==> config.mk <==
export PLATFORM = sky130hd
export DESIGN_NAME = plbd_out_fifo
export DESIGN_NICKNAME = d
export VERILOG_FILES = /design/src/design/plbd_pkg.sv /design/src/design/plbd_out_fifo.sv
export SDC_FILE = /design/constraint.sdc
export NUM_CORES = 1
export LEC_CHECK = 0
export ABC_CLOCK_PERIOD_IN_PS = 2600
export BUFFER_PORTS_ARGS = -buffer_cell sky130_fd_sc_hd__buf_2
export CAP_MARGIN = 40
export CORE_ASPECT_RATIO = 0.7
export CORE_MARGIN = 4
export CORE_UTILIZATION = 56
export CTS_BUF_LIST = sky130_fd_sc_hd__clkbuf_2 sky130_fd_sc_hd__clkbuf_4 sky130_fd_sc_hd__clkbuf_8
export DETAILED_ROUTE_END_ITERATION = 10
export PLACE_DENSITY_LB_ADDON = 0.15
export SLEW_MARGIN = 0
export SYNTH_ARGS = -nofsm -noshare
export SYNTH_HDL_FRONTEND = slang
export SYNTH_SLANG_ARGS = --single-unit
==> constraint.sdc <==
create_clock -name clock -period 2.6 [get_ports clock]
set_input_delay 0.39 -clock clock [delete_from_list [all_inputs] [get_ports clock]]
set_output_delay 0.39 -clock clock [all_outputs]
set_load 0.02 [all_outputs]
==> src/design/plbd_pkg.sv <==
// Shared types and constants for the palette lookup and box downsample block.
package plbd_pkg;

   // Palette and row-sum store sizes.
   localparam int PALETTE_ENTRIES  = 1024;
   localparam int LUT_AW           = $clog2(PALETTE_ENTRIES);
   localparam int MAX_SOURCE_WIDTH = 2048;
   localparam int ROW_DEPTH        = MAX_SOURCE_WIDTH / 2;
   localparam int ROW_AW           = $clog2(ROW_DEPTH);
   localparam int COL_W            = 11;
   localparam int WIDTH_W          = 11;

   // Color and sum widths.
   localparam int COLOR_W = 24;
   localparam int SUM_W   = 27;

   // Result queue sizing.
   localparam int FIFO_DEPTH = 8;
   localparam int FIFO_AW    = $clog2(FIFO_DEPTH);
   localparam int FIFO_CW    = FIFO_AW + 1;

   // Item function codes.
   localparam logic FUNC_LUT_WRITE = 1'b0;
   localparam logic FUNC_SAMPLE    = 1'b1;

   // Configuration register indexes.
   localparam logic [1:0] CSR_SCALE_FACTOR   = 2'd0;
   localparam logic [1:0] CSR_BASE_OFFSET    = 2'd1;
   localparam logic [1:0] CSR_OUT_ROW_PIXELS = 2'd2;

   // Configuration reset values.
   localparam logic [31:0]        SCALE_RESET = 32'h0001_0000;
   localparam logic [31:0]        BASE_RESET  = 32'h0000_0000;
   localparam logic [WIDTH_W-1:0] WIDTH_RESET = WIDTH_W'(1024);

   // One input item.
   typedef struct packed {
      logic               func;
      logic [9:0]         lut_index;
      logic [7:0]         lut_red;
      logic [7:0]         lut_green;
      logic [7:0]         lut_blue;
      logic signed [31:0] escape_count;
   } req_type;

   // One result item.
   typedef struct packed {
      logic [7:0] red;
      logic [7:0] green;
      logic [7:0] blue;
      logic       row_end;
   } rsp_type;

endpackage

==> src/design/plbd_out_fifo.sv <==
// Small result queue that decouples the pipeline from the result channel.
module plbd_out_fifo (
   input  logic             clock,
   input  logic             reset,
   input  logic             push,
   input  plbd_pkg::rsp_type push_data,
   input  logic             pop,
   output logic             out_valid,
   output plbd_pkg::rsp_type out_data
);
   import plbd_pkg::*;

   rsp_type             entry_ff [FIFO_DEPTH];
   logic [FIFO_AW-1:0]  head_ff, head_in;
   logic [FIFO_AW-1:0]  tail_ff, tail_in;
   logic [FIFO_CW-1:0]  count_ff, count_in;

   // Pointer and fill-count updates.
   always_comb begin
      head_in  = head_ff;
      tail_in  = tail_ff;
      count_in = count_ff;
      if (push) begin
         tail_in  = tail_ff + FIFO_AW'(1);
      end
      if (pop) begin
         head_in  = head_ff + FIFO_AW'(1);
      end
      if (push && !pop) begin
         count_in = count_ff + FIFO_CW'(1);
      end else if (pop && !push) begin
         count_in = count_ff - FIFO_CW'(1);
      end
   end

   always_ff @(posedge clock) begin
      if (reset) begin
         head_ff  <= '0;
         tail_ff  <= '0;
         count_ff <= '0;
      end else begin
         head_ff  <= head_in;
         tail_ff  <= tail_in;
         count_ff <= count_in;
      end
   end

   // Entry storage needs no reset.
   always_ff @(posedge clock) begin
      if (push) begin
         entry_ff[tail_ff] <= push_data;
      end
   end

   assign out_valid = (count_ff != '0);
   assign out_data  = entry_ff[head_ff];

endmodule
==> metrics.txt <==
# TYPE chip_impl_metric gauge
chip_impl_metric{name="hold_slack",unit="ns"} 0.1181
chip_impl_metric{name="drt-pass1-iter-count",unit=""} 5
chip_impl_metric{name="r2r_setup_slack",unit="ns"} 0.82
chip_impl_metric{name="synth_nets",unit=""} 393
chip_impl_metric{name="switching_share",unit="%"} 22.64
chip_impl_metric{name="grt_first_pass_wirelength",unit="um"} 22770
chip_impl_metric{name="synth-seq-area-share",unit="%"} 75.40
chip_impl_info{name="criticalPathCategory",value="reg -> out"} 1
chip_impl_info{name="root_cell_of_the_clock_tree",value="sky130_fd_sc_hd__clkbuf_8"} 1
chip_impl_metric{name="grt.overflow.total",unit=""} 0
chip_impl_metric{name="placeableCoreArea",unit="um2"} 14230
chip_impl_metric{name="grt_start_max_net_pins",unit=""} 31
chip_impl_info{name="crit_slowest_cell",value="sky130_fd_sc_hd__mux4_1"} 1
chip_impl_metric{name="cp_max_fo",unit=""} 5
chip_impl_info{name="outcome",value="finished, final reports clean"} 1
chip_impl_metric{name="power_frac_comb",unit="%"} 11.4
chip_impl_metric{name="total_net_switching_power",unit="mW"} 1.625
chip_impl_metric{name="floorplan.initialDensity",unit="%"} 58.39
chip_impl_metric{name="dr.first_iter.drc_count",unit=""} 283
chip_impl_info{name="critical_path.cell_chain",value="buf_12 > buf_16 > mux4_1 > mux2_4 > buf_4"} 1
chip_impl_metric{name="fin_tns_setup",unit="ns"} 0
chip_impl_metric{name="timing.max_slew.rel_slack",unit="%"} 65.70
chip_impl_metric{name="final.period_utilization",unit="%"} 99.92
chip_impl_metric{name="max-vdd-ir-drop",unit="mV"} 0.4925
chip_impl_metric{name="synth-adder-area-share",unit="%"} 0.9937
chip_impl_metric{name="finalClockSkew",unit="ns"} 0.01153
chip_impl_metric{name="synth_xor_area_share",unit="%"} 0.5269
chip_impl_metric{name="route.antenna.remaining_nets",unit=""} 0
chip_impl_metric{name="ys_types",unit=""} 23
chip_impl_metric{name="cts.hold.buffers_added",unit=""} 0
chip_impl_info{name="unrepaired_setup_endpoints_after_global_routing",value="yes"} 1
chip_impl_metric{name="async_flop_share",unit="%"} 0
chip_impl_metric{name="synth-compound-area-share",unit="%"} 0.3463
chip_impl_metric{name="avgViaCountPerCell",unit=""} 5.755
chip_impl_metric{name="antenna_cells",unit=""} 0
chip_impl_metric{name="p_seq_share",unit="%"} 54.0
chip_impl_metric{name="drcViolationCount",unit=""} 0
chip_impl_metric{name="synth_warnings",unit=""} 0
chip_impl_metric{name="num_rows",unit=""} 36
chip_impl_metric{name="tightestPinTransition",unit="ns"} 0.5139
chip_impl_metric{name="input_output_buffers",unit=""} 54
chip_impl_metric{name="path_clk_slew",unit="ns"} 0.07
chip_impl_metric{name="flow.area_growth_from_synthesis",unit="%"} 17.13
chip_impl_metric{name="p_int",unit="mW"} 5.553
chip_impl_metric{name="antenna_violations_before_repair",unit=""} 0
chip_impl_metric{name="signal_arrival_time_at_the_worst_endpoint",unit="ns"} 2.21
chip_impl_metric{name="clock_power_share",unit="%"} 34.6
chip_impl_info{name="synth_top_family_by_area",value="multiplexers"} 1
chip_impl_metric{name="slew_violations",unit=""} 0
chip_impl_info{name="hold_path_class",value="in -> reg"} 1
chip_impl_info{name="synth_flop_cell",value="sky130_fd_sc_hd__edfxtp_1"} 1
chip_impl_metric{name="layout.filler_cells",unit=""} 919
chip_impl_info{name="synth.area.top_cells",value="sky130_fd_sc_hd__edfxtp_1, sky130_fd_sc_hd__mux4_1, sky130_fd_sc_hd__mux2_2, sky130_fd_sc_hd__dfxtp_1, sky130_fd_sc_hd__nor2_1"} 1
chip_impl_metric{name="maxCapViolCount",unit=""} 0
chip_impl_metric{name="syn_avg_cell_area",unit="um2"} 23.21
chip_impl_metric{name="die-area",unit="um2"} 16880
chip_impl_metric{name="worst_ep_required",unit="ns"} 2.21
chip_impl_metric{name="cts_buffers",unit=""} 31
chip_impl_info{name="yosys-top-cells-count",value="sky130_fd_sc_hd__edfxtp_1, sky130_fd_sc_hd__mux4_1, sky130_fd_sc_hd__mux2_2"} 1
chip_impl_metric{name="grt_pass1_vias",unit=""} 3923
chip_impl_metric{name="post_synth_inst_count",unit=""} 358
chip_impl_metric{name="dpl.hpwl",unit="um"} 8638
chip_impl_metric{name="fin_nets",unit=""} 496
chip_impl_metric{name="synth_enable_flop_cells",unit=""} 200
chip_impl_metric{name="die_w",unit="um"} 153.6
chip_impl_metric{name="timing.critical_path.slowest_cell_delay",unit="ns"} 0.55
chip_impl_metric{name="synth-simple-area-share",unit="%"} 1.641
chip_impl_metric{name="chipHeight",unit="um"} 109.9
chip_impl_metric{name="netlist.area_leader.share",unit="%"} 72.27
chip_impl_info{name="worstSetupStartpointType",value="flip-flop"} 1
chip_impl_metric{name="cts.sink_count",unit=""} 213
chip_impl_metric{name="wirelength",unit="um"} 15990
chip_impl_metric{name="timing.final.crit_period",unit="ns"} 2.598
chip_impl_metric{name="clock_latency",unit="ns"} 0.54
chip_impl_info{name="post-synth-top-area-cell",value="sky130_fd_sc_hd__edfxtp_1"} 1
chip_impl_metric{name="routed-via-count",unit=""} 3879
chip_impl_info{name="yosys.cell_count.top_type",value="sky130_fd_sc_hd__edfxtp_1"} 1
chip_impl_metric{name="cellPowerDensity",unit="nW/um2"} 737.3
chip_impl_metric{name="setup_viol",unit=""} 0
chip_impl_metric{name="gpl.final_weighted_congestion",unit=""} 0.7005
chip_impl_metric{name="htreeDepth",unit=""} 1
chip_impl_metric{name="static-leakage-power",unit="nW"} 3.318
chip_impl_metric{name="wire_per_inst",unit="um"} 23.72
chip_impl_metric{name="clock.fmax",unit="GHz"} 0.3849
chip_impl_metric{name="post_synth_instance_area",unit="um2"} 8310
chip_impl_metric{name="post_route_cells_drive_above_1_share",unit="%"} 40.50
chip_impl_metric{name="ys_ff_latch",unit=""} 213
chip_impl_metric{name="share_of_synthesized_area_spent_on_multiplexers",unit="%"} 19.69
chip_impl_metric{name="top_level_ports",unit=""} 55
chip_impl_metric{name="fin_hold_viols",unit=""} 0
chip_impl_info{name="tritoncts",value="built"} 1
chip_impl_info{name="critPathCaptureType",value="output pin"} 1
chip_impl_metric{name="grtUsageTotal",unit="%"} 18.01
chip_impl_metric{name="number_of_buffers_on_the_longest_clock_path",unit=""} 3
==> layout make-up <==
cell class                 instances  area (um2)  share of cell area (%)
sequential                       213        6271                   64.42
clock inverter                    19       106.4                   1.093
tap                              190       237.7                   2.442
clock buffer                      37       471.7                   4.846
timing repair buffer              87       745.7                   7.661
multi-input combinational        126        1894                   19.46
inverter                           2       7.507                 0.07712
==> stage by stage <==
step	instances	power, mW	worst slack [ns]	area (um2)	utilization [%]
5_1_grt	674	7.464	-0.06388	9734	68.39
3_5_place_dp	608	4.608	0.5106	8935	62.77
6_report	674	7.178	0.002088	9734	68.39
2_1_floorplan	358	4.392	0.5836	8320	-
4_1_cts	666	7.099	-0.02306	9565	67.20
3_3_place_gp	608	4.590	0.5338	8935	62.77
==> registers in the layout, summed over array words and instances, names as in the netlist, named ones only <==
name / flops
tail_ff: 3
count_ff: 4
head_ff: 3
entry_ff: 200
==> critical path: cells and delay by family (launching register included) <==
kind,cells,cell delay [ns]
flip-flops,1,0.39
multiplexers,2,0.84
buffers and inverters,3,0.45
==> cell families (layout without fill, tap and decap cells) <==
family          Yosys count  after routing
fa+ha+maj                 6              6
simple gates             31             31
compound gates            5              5
xor+xnor                  5              5
mux                      79             79
flops                   213            213
buf+inv                  19            145
==> power groups by stage <==
stage | registers, mW | logic, mW | clock network [mW]
global placement | 3.94 | 0.651 | 0
global route | 3.88 | 0.876 | 2.71
detailed placement | 3.94 | 0.663 | 0
CTS | 3.88 | 0.693 | 2.53
finish | 3.88 | 0.818 | 2.48
floorplan | 3.93 | 0.459 | 0
==> repair_timing <==
item / CTS / global route
hold endpoints to repair: 0 / 0
gates resized for setup: 8 / 62
cloned: 2 / 5
setup buffers: 0 / 3
setup endpoints to repair: 20 / 24
==> path summary, 6_finish.rpt <==
path / start / end / cells past startpoint
setup / recovery: flip-flop / out_data[2] / 5
hold / removal: push_data[16] / entry_ff[4][16] / 1
setup reg to reg: tail_ff[1] / entry_ff[6][8] / 3
hold reg to reg: tail_ff[0] / tail_ff[0] / 2
==> cell usage in the layout, fill, tap and decap left out, types with 4 or more instances in the layout <==
cell type,instances
sky130_fd_sc_hd__buf_2,40
sky130_fd_sc_hd__buf_4,27
sky130_fd_sc_hd__buf_6,10
sky130_fd_sc_hd__clkbuf_16,4
sky130_fd_sc_hd__clkbuf_4,6
sky130_fd_sc_hd__clkbuf_8,31
sky130_fd_sc_hd__clkinv_1,11
sky130_fd_sc_hd__clkinv_2,7
sky130_fd_sc_hd__dfxtp_1,11
sky130_fd_sc_hd__edfxtp_1,200
sky130_fd_sc_hd__ha_1,5
sky130_fd_sc_hd__mux2_2,17
sky130_fd_sc_hd__mux2_4,9
sky130_fd_sc_hd__mux4_1,22
sky130_fd_sc_hd__mux4_2,28
sky130_fd_sc_hd__nand2_1,4
sky130_fd_sc_hd__nand2b_1,4
sky130_fd_sc_hd__nor2_1,12
sky130_fd_sc_hd__nor2_2,6
==> per-layer routing <==
layer / up-vias / GRT usage [%] / part of all wire (%)
li1: 1723 / - / -
met1: 1989 / 26.17 / 44
met2: 145 / 28.74 / 47
met3: 22 / 3.973 / 8.4
met4: 0 / 4.033 / 1.3
met5: - / 0 / 0
Power figures use the tool's default switching activity.
