## src/design/plbd_ram.sv

```systemverilog
// Generic single-write, single-read RAM with a registered read port.
module plbd_ram #(
   parameter int WIDTH = 8,
   parameter int DEPTH = 16
) (
   input  logic                     clock,
   input  logic                     wr_en,
   input  logic [$clog2(DEPTH)-1:0] wr_addr,
   input  logic [WIDTH-1:0]         wr_data,
   input  logic [$clog2(DEPTH)-1:0] rd_addr,
   output logic [WIDTH-1:0]         rd_data
);

   logic [WIDTH-1:0] mem_ff [DEPTH];

   // Write port and registered read port.
   always_ff @(posedge clock) begin
      if (wr_en) begin
         mem_ff[wr_addr] <= wr_data;
      end
      rd_data <= mem_ff[rd_addr];
   end

endmodule

```

## config.mk

```make
export PLATFORM = sky130hd
export DESIGN_NAME = plbd_ram
export DESIGN_NICKNAME = d
export VERILOG_FILES = /design/src/design/plbd_ram.sv
export SDC_FILE = /design/constraint.sdc
export NUM_CORES = 1
export LEC_CHECK = 0
export ABC_AREA = 1
export ABC_CLOCK_PERIOD_IN_PS = 3150
export BUFFER_PORTS_ARGS = -buffer_cell sky130_fd_sc_hd__buf_2
export CAP_MARGIN = 20
export CORE_AREA = 2 2 124 126
export CTS_CLUSTER_SIZE = 10
export DETAILED_ROUTE_END_ITERATION = 10
export DIE_AREA = 0 0 126 128
export PLACE_DENSITY_LB_ADDON = 0.2
export SLEW_MARGIN = 0
export SYNTH_ARGS = -nofsm -noshare
export SYNTH_HDL_FRONTEND = slang
export SYNTH_SLANG_ARGS = --single-unit
export TNS_END_PERCENT = 1
```

## constraint.sdc

```tcl
create_clock -name clock -period 3.15 [get_ports clock]
set_input_delay 0.63 -clock clock [delete_from_list [all_inputs] [get_ports clock]]
set_output_delay 0.63 -clock clock [all_outputs]
set_load 0.03 [all_outputs]
```

==> flow_summary_export.csv, run 1 <==
group,metric,value,unit
clocking,ctsResizeCount,0,
synth,synth_cells,551,
sta,holdWs,0.6066,ns
layout,nNetsFinal,593,
drt,dr.pass1.iters,5,
synth,ys_seq_elements,136,
sta,max_slew_margin,36.08,%
synth,synthDistinctLibCells,12,
clocking,clockBufferDepth,2,
power,power_density,666.4,mW/mm^2
critical_path,critPathKind,"in2reg",
floorplanning,start_util,38.80,%
floorplanning,die_h,128,um
critical_path,cp_num_cells,4,
critical_path,reg2reg_from,"mem_ff[1][7]",
critical_path,critical_path_required,3.18,ns
place,dp.cells,744,
critical_path,worstPathArrival,1.73,ns
sta,layout_setup_ws,1.445,ns
sta,slew_violations,0,
sta,fin_crit_sh,54.14,%
place,dpl_worst_slack,1.007,ns
place,dp_hpwl,7831,um
synth,yosysWarnings,0,
sta,max_freq,0.5864,GHz
clocking,numClockSinks,136,
floorplanning,io_pins,26,
clocking,clkTransAtPathRegs,0.06,ns
layout,final_core_util,44.73,%
layout,fin_cells,776,
run_status,status,"completed",
sta,worst_slew_pin_slew,0.9553,ns
floorplanning,core_area,0.01486,sq mm
power,p_leak,2.842,nW
clocking,cts_setup_buffers,0,
sta,fin_setup_tns,0,ns
sta,finalCriticalPeriod,1.705,ns
critical_path,critPathCaptureType,"flop",
min_path,min_path_type,"in2reg",
sta,skew,0.006021,ns
layout,drive_above_1_share,10.37,%
grt,antenna_found_initial,0,
drt,wl_per_cell,16.55,um
layout,stdcell_area,0.006649,sq mm
grt,grt_pass1_vias,3717,
clocking,cts_tree,"done",
clocking,clock_latency,0.41,ns
critical_path,worstReg2RegEnd,"rd_data[7]",
job,max-cap-violations,0,
critical_path,r2r_slack,2.10,ns
place,io_buffers,25,
sta,grt_setup_unrepaired,"no",
clocking,hold_buffers,0,
floorplanning,die-area,0.01613,sq mm
layout,nFillCells,1411,
sta,hold_viol_final,0,
critical_path,path_buf_inv,2,
clocking,htree_levels,4,
critical_path,cp-startpoint,"wr_addr[1]",
critical_path,r2r_cells,6,
power,fin_total_pwr,4.431,mW
synth,syn_avg_cell_area,10.47,sq um
grt,grt_pass1_wl,20150,um
synth,syn_area,0.005767,sq mm
grt,grt_remaining_overflow,0,
layout,syn2layout_area_growth,15.30,%
power,ir_worst_vdd,0.3737,mV
synth,ys_seq_area_share,69.43,%
drt,postRouteAntennaNets,0,
layout,diodes,0,
drt,routed_via_density,4.764,
critical_path,startpoint_type,"input pin",
clocking,cts_buffers,17,
grt,grt_usage,16.98,%
critical_path,endpoint,"mem_ff[13][1]",
synth,synth_nets,569,
drt,vias,3697,
drt,wirelength,12840,um
critical_path,cp_slowest_cell,"nor2_1",
drt,drt_iter0_drc,350,
floorplanning,fp.dieW,126,um
clocking,cts_root_buffer,"clkbuf_16",
critical_path,crit_chain,"buf_2 > inv_1 > nand2_1 > nor2_1",
drt,drc,0,
floorplanning,rows,45,
grt,grt_max_degree,65,
sta,finalSetupViolations,0,
critical_path,slowest_delay,0.78,ns
place,gp_congestion,0.7997,
critical_path,worstPathMaxFanout,8,
place,placed_area,0.006003,sq mm
critical_path,critPathTopFamily,"simple AND/OR/NAND/NOR gates",
## layout make-up
type	count	area, sq um	share of cell area, %
Clock inverter	13	202.7	3.049
Clock buffer	19	442.9	6.662
Multi-Input combinational cell	289	1214	18.25
Inverter	102	382.9	5.758
Timing Repair Buffer	29	167.7	2.522
Tap cell	188	235.2	3.538
Sequential cell	136	4004	60.22
## cell usage after synthesis, drive strengths merged
cell type  number  area (sq um)
nand2         173         649.4
edfxtp        128          3844
inv           102         382.9
nand3          97         485.5
buf            24         166.4
nor2           17         63.81
dfxtp           8         160.2
nand3b          2         15.01
## worst min-delay path by stage
| stage | cells after the start | end | from |
|---|---|---|---|
| floorplan | 6 | rd_data[0] | mem_ff[10][0] |
| finish | 3 | rd_data[3] | rd_addr[3] |
| detailed placement | 6 | rd_data[3] | mem_ff[10][3] |
| global route | 3 | rd_data[7] | rd_addr[3] |
| global placement | 6 | rd_data[3] | mem_ff[10][3] |
| CTS | 3 | rd_data[3] | rd_addr[3] |
## worst min-delay path, cell delays in order
cell and delay [ns]:
buf_2 0.18, nand3_1 0.11, nand2_1 0.04
## where the power goes
group	switching, mW	internal (mW)	total, mW
Clock	0.717	1.42	2.14
Sequential	0.0104	2.02	2.03
Combinational	0.194	0.0666	0.260
Total	0.921	3.51	4.43
## layer usage
| layer | part of all wire, % | wire length [um] | GRT usage (%) |
|---|---|---|---|
| met1 | 43 | 5581 | 21.35 |
| met2 | 49 | 6277 | 27.83 |
| met3 | 5.3 | 675 | 4.132 |
| met4 | 2.4 | 308 | 8.016 |
| met5 | 0 | 0 | 0 |
## cells by family (layout without fill, tap and decap cells)
kind of cell / count (synthesis) / in the layout / share of synthesized area [%]
flops: 136 / 136 / 69.43
buf+inv: 126 / 163 / 9.525
simple gates: 289 / 289 / 21.05
## layout by cell type (no fill, tap or decap)
master      instances
buf_4               3
dfxtp_1             8
nand3b_1            2
clkinvlp_4          4
inv_1             100
clkinv_1            1
edfxtp_1          128
nand2_1           173
clkinv_2            2
clkbuf_16          17
clkinv_4            1
nor2_1             17
inv_2               2
buf_2              25
buf_12              1
bufinv_16           5
nand3_1            97
clkbuf_8            1
clkbuf_1            1
## registers in the layout, summed over array words and instances, names as in the netlist
name / flops
mem_ff: 128
rd_data: 8
(Power assumes the default switching activity.)
==> run 2, diff against run 1 <==
--- a/config.mk
+++ b/config.mk
@@ -6,7 +6,7 @@
 export NUM_CORES = 1
 export LEC_CHECK = 0
 export ABC_AREA = 1
-export ABC_CLOCK_PERIOD_IN_PS = 3150
+export ABC_CLOCK_PERIOD_IN_PS = 1600
 export BUFFER_PORTS_ARGS = -buffer_cell sky130_fd_sc_hd__buf_2
 export CAP_MARGIN = 20
 export CORE_AREA = 2 2 124 126
==> constraint.sdc (replaced) <==
create_clock -name clock -period 1.6 [get_ports clock]
set_input_delay 0.32 -clock clock [delete_from_list [all_inputs] [get_ports clock]]
set_output_delay 0.32 -clock clock [all_outputs]
set_load 0.03 [all_outputs]
==> run 2 against run 1 <==
Global-route usage grew 0.49 points. First-iteration DRC count shrank 12%. Die area is the same. Via count grew 2.2%. Worst hold slack lost 0.32 ns. Clock skew grew 0.0010 ns. Largest power group is now sequential cells. Cell area grew 1.9%.
==> flow_summary_export.csv, run 2 (synthesized netlist as in run 1, its figures left out) <==
group,metric,value,unit
critical_path,cp_slowest_cell,"dfxtp_1",
critical_path,critPathTopFamily,"flip-flops",
floorplanning,start_util,38.80,%
power,p_leak,2.953,nW
layout,regMostFlops,"mem_ff",
clocking,clock_latency,0.42,ns
grt,antenna_found_initial,0,
clocking,clkTransAtPathRegs,0.06,ns
layout,largest_reg_flops,128,
sta,hold_viol_final,0,
sta,fin_crit_sh,83.52,%
clocking,numClockSinks,136,
layout,fin_cells,800,
drt,highest_layer,"met4",
grt,grt_pass1_vias,3699,
critical_path,path_buf_inv,1,
drt,dr.pass1.iters,5,
power,power_density,1220,mW/mm^2
grt,grt_pass1_wl,20590,um
grt,grt_remaining_overflow,0,
critical_path,critical_path_required,1.28,ns
critical_path,slowest_delay,0.38,ns
layout,nNetsFinal,617,
sta,max_slew_margin,73.12,%
critical_path,r2r_slack,0.60,ns
layout,diodes,0,
critical_path,crit_chain,"buf_2",
critical_path,worstPathMaxFanout,1,
critical_path,critPathCaptureType,"output port",
critical_path,critPathKind,"reg2out",
place,dp_hpwl,8431,um
job,max-cap-violations,0,
drt,routed_via_density,4.721,
clocking,hold_buffers,0,
critical_path,worstPathArrival,1.02,ns
sta,skew,0.007052,ns
clocking,cts_setup_buffers,0,
clocking,htree_levels,4,
drt,wl_met2,6344,um
layout,drive_above_1_share,13.07,%
sta,slew_violations,0,
clocking,cts_root_buffer,"clkbuf_16",
clocking,clockBufferDepth,2,
grt,grt_max_degree,44,
floorplanning,io_pins,26,
sta,worst_slew_pin_slew,0.4033,ns
floorplanning,die_h,128,um
floorplanning,die-area,0.01613,sq mm
layout,layout_commonest_cell,"nand2_1",
run_status,status,"completed",
drt,postRouteAntennaNets,0,
min_path,min_path_type,"in2reg",
layout,final_cell_mix,"nand2_1, edfxtp_1, inv_1",
layout,largestRegisters,"mem_ff x128, rd_data x8",
critical_path,startpoint_type,"flop",
drt,drc,0,
place,gp_congestion,0.7869,
drt,vias,3777,
place,dp.cells,768,
place,io_buffers,25,
power,ir_worst_vdd,0.7843,mV
clocking,ctsResizeCount,0,
drt,wl_met1,6054,um
floorplanning,rows,45,
layout,syn2layout_area_growth,17.53,%
sta,fin_setup_tns,0,ns
sta,grt_setup_unrepaired,"no",
drt,wl_per_cell,16.59,um
drt,drt_iter0_drc,307,
sta,max_freq,0.7484,GHz
floorplanning,fp.dieW,126,um
sta,finalSetupViolations,0,
grt,grt_usage,17.47,%
clocking,cts_tree,"done",
clocking,cts_buffers,17,
drt,met3_length,655,um
sta,finalCriticalPeriod,1.336,ns
floorplanning,core_area,0.01486,sq mm
drt,wirelength,13270,um
run 2: cell types whose count changed in the layout (fill, tap and decap cells not counted):
cell and change:
clkbuf_8 +5, clkinv_2 -1, buf_12 +2, clkinvlp_4 -4
buf_4 +22, clkinv_4 -1, clkinv_1 -1, clkbuf_1 +6
bufinv_16 -4
run 2: area by class of cell:
type	instances	area (sq um)
clock buffers	30	534.3
clock inverters	2	35.03
fillers	1386	8087
inverters	102	382.9
multi-input cells	289	1214
flip-flops and latches	136	4004
well taps	188	235.2
repair buffers	53	372.9
run 2: routing by layer:
layer / vias up / GRT usage, %
li1: 1868 / -
met1: 1787 / 23.13
met2: 102 / 28.15
met3: 20 / 4.716
met4: 0 / 5.818
met5: - / 0
run 2: through the flow:
step / total power, mW / hold WS, ns / instance area, sq um / setup WS [ns] / utilization [%]
2_1_floorplan: 4.404 / 0.4189 / 5767 / 0.3292 / -
3_3_place_gp: 4.618 / 0.6471 / 6208 / 0.2031 / 41.77
3_5_place_dp: 4.624 / 0.6470 / 6208 / 0.1689 / 41.77
4_1_cts: 8.337 / 0.2811 / 6778 / 0.2352 / 45.60
5_1_grt: 8.552 / 0.2851 / 6778 / 0.2379 / 45.60
6_report: 8.271 / 0.2865 / 6778 / 0.2637 / 45.60
run 2: worst paths after layout:
| kind | depth (start not counted) | startpoint | endpoint |
|---|---|---|---|
| min reg2reg | 6 | mem_ff[10][0] | rd_data[0] |
| max | 1 | rd_data[1] | rd_data[1] |
| max reg2reg | 6 | mem_ff[4][2] | rd_data[2] |
| min | 1 | wr_data[1] | mem_ff[8][1] |
run 2: where the power goes:
part / internal [mW] / switching [mW]
Clock: 2.39 / 1.34
Combinational: 0.158 / 0.374
Sequential: 3.99 / 0.0275
==> run 3, diff against run 2 <==
--- a/config.mk
+++ b/config.mk
@@ -6,7 +6,7 @@
 export NUM_CORES = 1
 export LEC_CHECK = 0
 export ABC_AREA = 1
-export ABC_CLOCK_PERIOD_IN_PS = 1600
+export ABC_CLOCK_PERIOD_IN_PS = 1400
 export BUFFER_PORTS_ARGS = -buffer_cell sky130_fd_sc_hd__buf_2
 export CAP_MARGIN = 20
 export CORE_AREA = 2 2 124 126
==> constraint.sdc (replaced) <==
create_clock -name clock -period 1.4 [get_ports clock]
set_input_delay 0.28 -clock clock [delete_from_list [all_inputs] [get_ports clock]]
set_output_delay 0.28 -clock clock [all_outputs]
set_load 0.03 [all_outputs]
==> run 3 against run 2 <==
Critical path depth unchanged. Highest routed layer unchanged. Flip-flop and latch count unchanged. Non-clock buffer count increased by 3. Cell area increased by 1.8%.
==> flow_summary_export.csv, run 3 (synthesized netlist as in run 1, its figures left out) <==
group,metric,value,unit
place,dp_hpwl,8597,um
layout,largestRegisters,"mem_ff x128, rd_data x8",
min_path,min_path_type,"in2reg",
critical_path,critPathKind,"reg2out",
grt,grt_pass1_wl,20870,um
sta,finalCriticalPeriod,1.283,ns
critical_path,crit_chain,"buf_2",
drt,routed_via_density,4.842,
grt,grt_pass1_vias,3705,
clocking,clockBufferDepth,2,
grt,antenna_found_initial,0,
grt,grt_remaining_overflow,0,
layout,final_core_util,46.42,%
layout,layout_commonest_cell,"nand2_1",
clocking,htree_levels,4,
floorplanning,rows,45,
floorplanning,core_area,0.01486,sq mm
critical_path,critPathTopFamily,"flip-flops",
drt,postRouteAntennaNets,0,
floorplanning,die-area,0.01613,sq mm
clocking,numClockSinks,136,
critical_path,r2r_cells,6,
clocking,cts_tree,"done",
clocking,clkTransAtPathRegs,0.06,ns
layout,multi_input_area,0.001214,sq mm
drt,vias,3888,
place,placed_area,0.006243,sq mm
sta,hold_viol_final,0,
clocking,cts_root_buffer,"clkbuf_16",
min_path,holdPathEnd,"mem_ff[15][1]",
run_status,status,"completed",
place,io_buffers,25,
min_path,min_from,"wr_data[1]",
layout,drive_above_1_share,13.98,%
critical_path,cp_num_cells,1,
sta,fin_crit_sh,91.63,%
drt,drc,0,
clocking,cts_buffers,17,
critical_path,startpoint_type,"flop",
layout,syn2layout_area_growth,19.66,%
floorplanning,io_pins,26,
floorplanning,fp.dieW,126,um
layout,nFillCells,1401,
sta,worst_slew_pin_slew,0.4257,ns
floorplanning,die_h,128,um
place,gp_congestion,0.7925,
grt,grt_usage,17.53,%
floorplanning,start_util,38.80,%
layout,final_cell_mix,"nand2_1, edfxtp_1, inv_1",
sta,slew_violations,0,
sta,skew,0.004478,ns
layout,stdcell_area,0.006900,sq mm
sta,max_freq,0.7795,GHz
critical_path,worstPathArrival,1.00,ns
critical_path,cp_slowest_cell,"dfxtp_1",
layout,diodes,0,
clocking,ctsResizeCount,0,
clocking,cts_setup_buffers,0,
layout,regMostFlops,"mem_ff",
critical_path,slowest_delay,0.37,ns
job,max-cap-violations,0,
layout,seq_area,0.004004,sq mm
power,power_density,1470,mW/mm^2
drt,wirelength,13210,um
sta,grt_setup_unrepaired,"no",
layout,nNetsFinal,620,
place,dpl_worst_slack,-0.005271,ns
min_path,min_path_cells,1,
critical_path,critPathCaptureType,"output port",
critical_path,worstReg2RegEnd,"rd_data[6]",
critical_path,r2r_slack,0.39,ns
sta,max_slew_margin,71.59,%
clocking,hold_buffers,0,
drt,drt_iter0_drc,416,
sta,layout_setup_ws,0.1172,ns
clocking,clock_latency,0.41,ns
power,p_leak,3.002,nW
drt,wl_per_cell,16.45,um
critical_path,critical_path_required,1.12,ns
layout,largest_reg_flops,128,
critical_path,reg2reg_from,"mem_ff[5][6]",
critical_path,worstPathMaxFanout,1,
critical_path,path_buf_inv,1,
grt,grt_max_degree,36,
power,ir_worst_vdd,0.8710,mV
sta,finalSetupViolations,0,
drt,dr.pass1.iters,7,
-- run 3: layout make-up --
class | instances | area share, %
repair buffers | 56 | 5.911
clock inverters | 15 | 3.354
clock buffers | 17 | 6.165
multi-input cells | 289 | 17.59
well taps | 188 | 3.409
inverters | 102 | 5.548
flip-flops and latches | 136 | 58.02
-- run 3: worst max path at each step --
stage,start,endpoint
floorplan,wr_addr[2],mem_ff[10][0]
global placement,rd_addr[1],rd_data[6]
detailed placement,rd_addr[1],rd_data[6]
CTS,rd_data[2],rd_data[2]
global route,rd_data[2],rd_data[2]
finish,rd_data[2],rd_data[2]
-- run 3: report_power, final --
part | leakage, nW | internal (mW) | switching (mW) | total, mW
Clock | 0.309 | 3.31 | 1.63 | 4.94
Sequential | 1.22 | 4.55 | 0.0293 | 4.58
Combinational | 1.47 | 0.190 | 0.429 | 0.620
Total | 3.00 | 8.05 | 2.09 | 10.1
-- run 3: layer usage --
layer  global-route usage, %  share of wire (%)  vias to the layer above  wire length, um
met1                   22.88                 44                     1872             5857
met2                   28.30                 48                      116             6381
met3                   3.756                5.0                       25              663
met5                       0                  0                        -                0
met4                   7.886                2.3                        0              307
li1                        -                  -                     1875                -
-- run 3: metrics by stage --
step | hold WS, ns | instances | power, mW | setup TNS (ns)
final | 0.2536 | 803 | 10.14 | 0
after detailed placement | 0.6472 | 771 | 5.296 | -0.006668
after global placement | 0.6431 | 771 | 5.289 | 0
after CTS | 0.2419 | 803 | 10.21 | 0
after floorplan | 0.3789 | 551 | 5.033 | 0
after global routing | 0.2510 | 803 | 10.45 | 0
